<file path="config.mk">
export PLATFORM = sky130hd
export DESIGN_NAME = adv_data_service_uuid_filter_core
export DESIGN_NICKNAME = d
export VERILOG_FILES = /design/src/rtl/adsuf_pkg.sv /design/src/rtl/adv_data_service_uuid_filter_core.sv
export VERILOG_INCLUDE_DIRS = /design/src /design/src/rtl
export SDC_FILE = /design/constraint.sdc
export NUM_CORES = 1
export LEC_CHECK = 0
export BUFFER_PORTS_ARGS = -buffer_cell sky130_fd_sc_hd__buf_4
export CAP_MARGIN = 20
export CORE_ASPECT_RATIO = 0.8
export CORE_MARGIN = 8
export CORE_UTILIZATION = 40
export CTS_BUF_LIST = sky130_fd_sc_hd__clkbuf_4 sky130_fd_sc_hd__clkbuf_8 sky130_fd_sc_hd__clkbuf_16
export DETAILED_ROUTE_END_ITERATION = 10
export MAX_ROUTING_LAYER = met4
export REMOVE_ABC_BUFFERS = 1
export SYNTH_ARGS = -nofsm -noshare
export SYNTH_HDL_FRONTEND = slang
export SYNTH_SLANG_ARGS = --single-unit
export TNS_END_PERCENT = 10
</file>
<file path="constraint.sdc">
create_clock -name clk -period 2.9 [get_ports clk]
set_clock_uncertainty 0.2 [all_clocks]
set_input_delay 0.435 -clock clk [delete_from_list [all_inputs] [get_ports clk]]
set_output_delay 0.435 -clock clk [all_outputs]
set_load 0.01 [all_outputs]
</file>
<file path="src/rtl/adv_data_service_uuid_filter_core_defines.svh">
// assertion macros for the uuid filter core
`ifndef ADV_DATA_SERVICE_UUID_FILTER_CORE_DEFINES_SVH
`define ADV_DATA_SERVICE_UUID_FILTER_CORE_DEFINES_SVH

`ifndef SYNTHESIS

// antecedent implies consequent in the same cycle
`define ADSUF_ASSERT_NOW(label, ante, cons) \
  label: assert property (@(posedge clk) disable iff (rst) (ante) |-> (cons)) \
    else $error("adsuf assertion failed");

// antecedent implies consequent in the next cycle
`define ADSUF_ASSERT_NEXT(label, ante, cons) \
  label: assert property (@(posedge clk) disable iff (rst) (ante) |=> (cons)) \
    else $error("adsuf assertion failed");

`else

`define ADSUF_ASSERT_NOW(label, ante, cons)
`define ADSUF_ASSERT_NEXT(label, ante, cons)

`endif

`endif

</file>
<file path="src/rtl/adsuf_pkg.sv">
package adsuf_pkg;

  localparam int unsigned BYTE_W     = 8;
  localparam int unsigned UUID_BYTES = 16;
  localparam int unsigned POS_W      = $clog2(UUID_BYTES);
  localparam int unsigned CFG_DATA_W = 64;
  localparam int unsigned CFG_IDX_W  = 1;

  // advertising structure types carrying 128-bit service uuid lists
  localparam logic [BYTE_W-1:0] AD_TYPE_UUID128_PART = 8'h06;
  localparam logic [BYTE_W-1:0] AD_TYPE_UUID128_FULL = 8'h07;

  // shortest accepted length: a type byte and at least one data byte
  localparam logic [BYTE_W-1:0] MIN_FIELD_LEN = 8'd2;

  localparam logic [POS_W-1:0] CHUNK_LAST_POS = POS_W'(UUID_BYTES - 1);

  // configuration register indexes
  localparam logic [CFG_IDX_W-1:0] CFG_UUID_LOW  = 1'b0;
  localparam logic [CFG_IDX_W-1:0] CFG_UUID_HIGH = 1'b1;

  typedef enum logic [2:0] {
    PHASE_LENGTH = 3'b001,
    PHASE_TYPE   = 3'b010,
    PHASE_VALUE  = 3'b100
  } phase_t;

endpackage

</file>
<file path="src/rtl/adv_data_service_uuid_filter_core.sv">
// a request with last_byte set shows its result in the cycle after acceptance
// throughput: one byte per cycle while byte_ready is high; the parser state update is a single registered pass
// a result left waiting holds off new bytes; the next byte enters in the cycle it is taken
// reset: synchronous active-high rst clears the parser, the uuid registers and result_valid
`include "adv_data_service_uuid_filter_core_defines.svh"

module adv_data_service_uuid_filter_core (
  input  logic                                   clk,
  input  logic                                   rst,
  // configuration write port
  input  logic                                   cfg_we,
  input  logic [adsuf_pkg::CFG_IDX_W-1:0]        cfg_index,
  input  logic [adsuf_pkg::CFG_DATA_W-1:0]       cfg_data,
  // report byte requests
  input  logic                                   byte_valid,
  output logic                                   byte_ready,
  input  logic [adsuf_pkg::BYTE_W-1:0]           data_byte,
  input  logic                                   last_byte,
  // per-report result
  output logic                                   result_valid,
  input  logic                                   result_ready,
  output logic                                   service_found
);

  // configured uuid, byte 0 in uuid_low[7:0]
  logic [adsuf_pkg::CFG_DATA_W-1:0] uuid_low;
  logic [adsuf_pkg::CFG_DATA_W-1:0] uuid_high;

  // parser state
  adsuf_pkg::phase_t                 parse_phase, parse_phase_next;
  logic [adsuf_pkg::BYTE_W-1:0]      field_bytes_left, field_bytes_left_next;
  logic                              uuid_list_field, uuid_list_field_next;
  logic [adsuf_pkg::POS_W-1:0]       chunk_position, chunk_position_next;
  logic                              chunk_all_equal, chunk_all_equal_next;
  logic                              field_match_pending, field_match_pending_next;
  logic                              match_committed, match_committed_next;
  logic                              parse_stopped, parse_stopped_next;

  logic                              byte_accept;
  logic [adsuf_pkg::BYTE_W-1:0]      uuid_byte;
  logic [adsuf_pkg::BYTE_W-1:0]      bytes_left_dec;
  logic                              chunk_equal_now;

  // a byte can enter whenever the result slot is free or being emptied now
  assign byte_ready  = !result_valid || result_ready;
  assign byte_accept = byte_valid && byte_ready;

  // uuid byte for the current chunk position, bit 3 picks the upper word
  always_comb begin
    if (chunk_position[adsuf_pkg::POS_W-1]) begin
      uuid_byte = uuid_high[{chunk_position[adsuf_pkg::POS_W-2:0], 3'b000} +: adsuf_pkg::BYTE_W];
    end else begin
      uuid_byte = uuid_low[{chunk_position[adsuf_pkg::POS_W-2:0], 3'b000} +: adsuf_pkg::BYTE_W];
    end
  end

  assign bytes_left_dec  = field_bytes_left - adsuf_pkg::BYTE_W'(1);
  assign chunk_equal_now = chunk_all_equal && (data_byte == uuid_byte);

  // one parse step per accepted byte
  always_comb begin
    parse_phase_next         = parse_phase;
    field_bytes_left_next    = field_bytes_left;
    uuid_list_field_next     = uuid_list_field;
    chunk_position_next      = chunk_position;
    chunk_all_equal_next     = chunk_all_equal;
    field_match_pending_next = field_match_pending;
    match_committed_next     = match_committed;
    parse_stopped_next       = parse_stopped;

    if (byte_accept && !parse_stopped) begin
      case (parse_phase)
        adsuf_pkg::PHASE_TYPE: begin
          uuid_list_field_next     = (data_byte == adsuf_pkg::AD_TYPE_UUID128_PART) ||
                                     (data_byte == adsuf_pkg::AD_TYPE_UUID128_FULL);
          field_bytes_left_next    = bytes_left_dec;
          chunk_position_next      = '0;
          chunk_all_equal_next     = 1'b1;
          field_match_pending_next = 1'b0;
          parse_phase_next         = adsuf_pkg::PHASE_VALUE;
        end
        adsuf_pkg::PHASE_VALUE: begin
          if (uuid_list_field) begin
            if (chunk_position == adsuf_pkg::CHUNK_LAST_POS) begin
              // whole chunk seen, remember a match until the field closes
              if (chunk_equal_now) begin
                field_match_pending_next = 1'b1;
              end
              chunk_position_next  = '0;
              chunk_all_equal_next = 1'b1;
            end else begin
              chunk_position_next  = chunk_position + adsuf_pkg::POS_W'(1);
              chunk_all_equal_next = chunk_equal_now;
            end
          end
          field_bytes_left_next = bytes_left_dec;
          if (bytes_left_dec == '0) begin
            // field ends inside the report, a pending match now counts
            if (field_match_pending_next) begin
              match_committed_next = 1'b1;
            end
            field_match_pending_next = 1'b0;
            parse_phase_next         = adsuf_pkg::PHASE_LENGTH;
          end
        end
        default: begin
          // length byte; unused phase codes land here too
          if (data_byte < adsuf_pkg::MIN_FIELD_LEN) begin
            parse_stopped_next = 1'b1;
          end else begin
            field_bytes_left_next = data_byte;
            parse_phase_next      = adsuf_pkg::PHASE_TYPE;
          end
        end
      endcase
    end

    // end of report: parser starts over for the next one
    if (byte_accept && last_byte) begin
      parse_phase_next         = adsuf_pkg::PHASE_LENGTH;
      field_bytes_left_next    = '0;
      uuid_list_field_next     = 1'b0;
      chunk_position_next      = '0;
      chunk_all_equal_next     = 1'b1;
      field_match_pending_next = 1'b0;
      match_committed_next     = 1'b0;
      parse_stopped_next       = 1'b0;
    end
  end

  // configuration registers
  always_ff @(posedge clk) begin
    if (rst) begin
      uuid_low  <= '0;
      uuid_high <= '0;
    end else if (cfg_we) begin
      case (cfg_index)
        adsuf_pkg::CFG_UUID_LOW:  uuid_low  <= cfg_data;
        adsuf_pkg::CFG_UUID_HIGH: uuid_high <= cfg_data;
        default: ;
      endcase
    end
  end

  // parser registers
  always_ff @(posedge clk) begin
    if (rst) begin
      parse_phase         <= adsuf_pkg::PHASE_LENGTH;
      field_bytes_left    <= '0;
      uuid_list_field     <= 1'b0;
      chunk_position      <= '0;
      chunk_all_equal     <= 1'b1;
      field_match_pending <= 1'b0;
      match_committed     <= 1'b0;
      parse_stopped       <= 1'b0;
    end else begin
      parse_phase         <= parse_phase_next;
      field_bytes_left    <= field_bytes_left_next;
      uuid_list_field     <= uuid_list_field_next;
      chunk_position      <= chunk_position_next;
      chunk_all_equal     <= chunk_all_equal_next;
      field_match_pending <= field_match_pending_next;
      match_committed     <= match_committed_next;
      parse_stopped       <= parse_stopped_next;
    end
  end

  // result register, loaded on the last byte of a report
  always_ff @(posedge clk) begin
    if (rst) begin
      result_valid <= 1'b0;
    end else if (byte_accept && last_byte) begin
      result_valid <= 1'b1;
    end else if (result_ready) begin
      result_valid <= 1'b0;
    end
  end

  // payload carries no reset; take the committed flag after this byte's step
  always_ff @(posedge clk) begin
    if (byte_accept && last_byte) begin
      // a field closing on the last byte still counts
      if (!parse_stopped && (parse_phase == adsuf_pkg::PHASE_VALUE) &&
          (bytes_left_dec == '0) &&
          (field_match_pending ||
           (uuid_list_field && (chunk_position == adsuf_pkg::CHUNK_LAST_POS) &&
            chunk_equal_now))) begin
        service_found <= 1'b1;
      end else begin
        service_found <= match_committed;
      end
    end
  end

  // checks
  `ADSUF_ASSERT_NEXT(a_last_gives_result, byte_accept && last_byte, result_valid)
  `ADSUF_ASSERT_NEXT(a_taken_result_clears,
    result_valid && result_ready && !(byte_accept && last_byte), !result_valid)
  `ADSUF_ASSERT_NEXT(a_report_restarts, byte_accept && last_byte,
    (parse_phase == adsuf_pkg::PHASE_LENGTH) && !parse_stopped && !match_committed)
  `ADSUF_ASSERT_NOW(a_pending_in_uuid_field, field_match_pending, uuid_list_field)

endmodule
</file>
==> impl_metrics.env <==
export IMPL_period_share=0.928
export IMPL_clk_pin_slew_ns=0.06
export IMPL_p_int_uw=3600
export IMPL_drc=0
export IMPL_insertedDiodeCount=0
export IMPL_syn_area_sq_um=6810
export IMPL_hold_viol_final=0
export IMPL_viasPerCell=5.15
export IMPL_nNetsFinal=967
export IMPL_top_layer="met4"
export IMPL_whs_ns=0.0690
export IMPL_hold_class="primary input to flop"
export IMPL_synthFlopType="dfxtp_1"
export IMPL_grt_first_pass_wirelength_mm=30.4
export IMPL_yosys_warnings=0
export IMPL_wl_met3_um=667
export IMPL_utilization=0.495
export IMPL_seq_power_share=0.466
export IMPL_ir_drop_mv=0.345
export IMPL_crit_path_start_kind="flop"
export IMPL_cts_root_buffer="clkbuf_16"
export IMPL_wire_per_inst_um=16.1
export IMPL_leakagePower_uw=0.00300
export IMPL_antenna_found_initial=0
export IMPL_routed_wl_mm=18.0
export IMPL_io_pins=82
export IMPL_post_cts_buffers=0
export IMPL_switching_power_uw=1150
export IMPL_grt_overflow=0
export IMPL_clock_latency_ns=0.42
export IMPL_crit_path_max_fanout=11
export IMPL_initial_core_util=0.410
export IMPL_synth_edf_count=1
export IMPL_routed_via_count=5751
export IMPL_synthTopCellsByArea="dfxtp_1 (44%), nand2_1 (15%), a21oi_1 (10%)"
export IMPL_ys_types=60
export IMPL_setup_viol=0
export IMPL_grt_max_degree=130
export IMPL_dr_pass1_iters=5
export IMPL_p_comb_frac=0.100
export IMPL_ctsLongestPathBuffers=2
export IMPL_maxCapViolations=0
export IMPL_die_y_um=133
export IMPL_synth_top_area_share=0.438
export IMPL_drtIter0Drc=470
export IMPL_max_slew_worst_pin_slew_ns=0.736
export IMPL_rsz0062_at_grt="false"
export IMPL_fp_row_count=42
export IMPL_swShare=0.242
export IMPL_place_area_sq_um=7680
export IMPL_yosysTopAreaCell="dfxtp_1"
export IMPL_clockPowerShare=0.434
export IMPL_cts_buffers=17
export IMPL_drive_above_1_share=0.184
export IMPL_power_density_nw_per_um2=577
export IMPL_synth_seq_cells=150
export IMPL_async_reset_ff_frac=0
export IMPL_gp_congestion=0.811
export IMPL_fmax_ghz=0.371
export IMPL_die_area_sq_um=21500
export IMPL_track_usage=0.178
export IMPL_clock_sinks=150
export IMPL_critPathKind="flop to flop"
export IMPL_cts_tree="done"
export IMPL_die_width_um=162
export IMPL_core_area_sq_um=16600
export IMPL_grt_pass1_vias=5829
export IMPL_cts_htree_levels=4
export IMPL_port_buffers=81
export IMPL_syn_area_per_cell_sq_um=8.28
export IMPL_area_growth_pct=20.8
export IMPL_yosysSeqAreaShare=0.442
export IMPL_slew_headroom=0.509
export IMPL_crit_arrival_ns=2.75
export IMPL_dp_hpwl_mm=11.8
export IMPL_design_area_sq_um=8230
export IMPL_wirelength_met1_mm=9.06
export IMPL_postSynthCellCount=823
export IMPL_drv_slew=0
export IMPL_layout_min_cycle_time_ns=2.69
export IMPL_status="finished, final reports clean"
export IMPL_ant_nets=0
export IMPL_cp_end_kind="flop"
export IMPL_crit_required_ns=2.95
export IMPL_met2_length_mm=8.04
## registers in the layout, indices dropped and copies added (netlist names)
| name | cells |
|---|---|
| uuid_list_field | 1 |
| parse_stopped | 1 |
| chunk_all_equal | 1 |
| match_committed | 1 |
| chunk_position | 4 |
| field_bytes_left | 8 |
| uuid_high | 64 |
| parse_phase | 3 |
| result_valid | 1 |
| service_found | 1 |
| field_match_pending | 1 |
| uuid_low | 64 |
## logic make-up (layout without fill, tap and decap cells)
| kind of cell | after synthesis | count (layout) | share of synthesized area |
|---|---|---|---|
| multiplexers | 54 | 54 | 0.122 |
| adder cells (fa/ha/maj) | 3 | 3 | 0.00551 |
| XOR/XNOR | 19 | 19 | 0.0244 |
| buffers and inverters | 65 | 139 | 0.0446 |
| AND/OR/NAND/NOR | 348 | 348 | 0.208 |
| AO/OA/AOI/OAI | 184 | 184 | 0.152 |
| flip-flops | 150 | 150 | 0.442 |
## routing by layer
layer,GRT usage,vias to the layer above
met5,-,-
met4,0.0529,0
met3,0.0381,16
met2,0.263,111
met1,0.239,2684
li1,-,2940
## cells in the final DEF (no fill, tap or decap), types with 2 or more instances in the layout
cell	netlist	final
a2111oi_0	2	2
inv_1	5	5
nor3b_1	2	2
mux4_2	22	22
a211o_1	2	2
nand2b_1	9	8
clkbuf_4	0	4
dfxtp_1	149	147
buf_12	1	7
nand4_1	3	3
or3_1	3	3
nand2_1	275	274
nand3_1	6	6
a22oi_1	4	4
ha_1	3	3
dfxtp_2	0	2
a221oi_1	4	4
nand3b_1	2	2
mux2i_1	30	30
o211ai_1	4	4
xor2_1	10	10
clkinv_4	0	2
nor2_1	26	26
a211oi_1	2	2
nor2b_1	5	4
clkinv_2	0	5
nor4_1	2	2
xnor2_1	9	9
o21ai_0	7	7
nor3_1	8	8
buf_4	2	96
a21oi_1	140	140
a31oi_1	3	3
clkbuf_16	0	17
## Yosys cell counts, types with 3 or more instances
library cell  number
a21oi_1          140
a221oi_1           4
a22oi_1            4
a31oi_1            3
buf_1              7
buf_2              7
clkbuf_1          39
dfxtp_1          149
ha_1               3
inv_1              5
mux2i_1           30
mux4_2            22
nand2_1          275
nand2b_1           9
nand3_1            6
nand4_1            3
nor2_1            26
nor2b_1            5
nor3_1             8
o211ai_1           4
o21ai_0            7
or3_1              3
xnor2_1            9
xor2_1            10
## power groups by stage
stage                     sequential (uW)  combinational (uW)  clock, uW
after floorplan                      2240                 250          0
after global placement               2260                 472          0
after detailed placement             2260                 473          0
after CTS                            2210                 475       2110
after global routing                 2220                 528       2220
final                                2210                 472       2060
## worst max-delay path: stages, from the launching register on
cell and delay (ns):
dfxtp_1 0.45, buf_12 0.19, mux4_2 0.50, mux2i_1 0.15, mux2i_1 0.12, xnor2_1 0.16, o211ai_1 0.11, a2111o_1 0.45
o21ai_0 0.19
## metrics by stage
step	std cells	worst slack, ns	TNS [ns]	total power, uW
2_1_floorplan	763	-0.703	-12.58	2490
3_3_place_gp	1086	0.254	0	2730
3_5_place_dp	1086	0.174	0	2730
4_1_cts	1117	0.155	0	4800
5_1_grt	1117	0.0214	0	4970
6_report	1117	0.208	0	4740
## layout make-up
type | count | area, sq um
flip-flops and latches | 150 | 3020
multi-input cells | 608 | 3510
clock inverters | 9 | 80.1
inverters | 5 | 18.8
well taps | 220 | 275
repair buffers | 103 | 861
fillers | 1662 | 8380
clock buffers | 22 | 469
## final timing paths
| path | from | end | slack [ns] | depth (start not counted) |
|---|---|---|---|---|
| max | chunk_position[1] | service_found | 0.21 | 8 |
| max reg2reg | chunk_position[1] | service_found | 0.21 | 8 |
| min reg2reg | uuid_low[1] | uuid_low[1] | 0.25 | 2 |
| min | cfg_data[44] | uuid_high[44] | 0.07 | 3 |
## repair_timing
action / in CTS / in global routing
endpoints found under the setup margin: 0 / 1
resized for setup: 0 / 1
hold buffers: 0 / 0
Note: power is estimated with default switching activity, not from simulation.
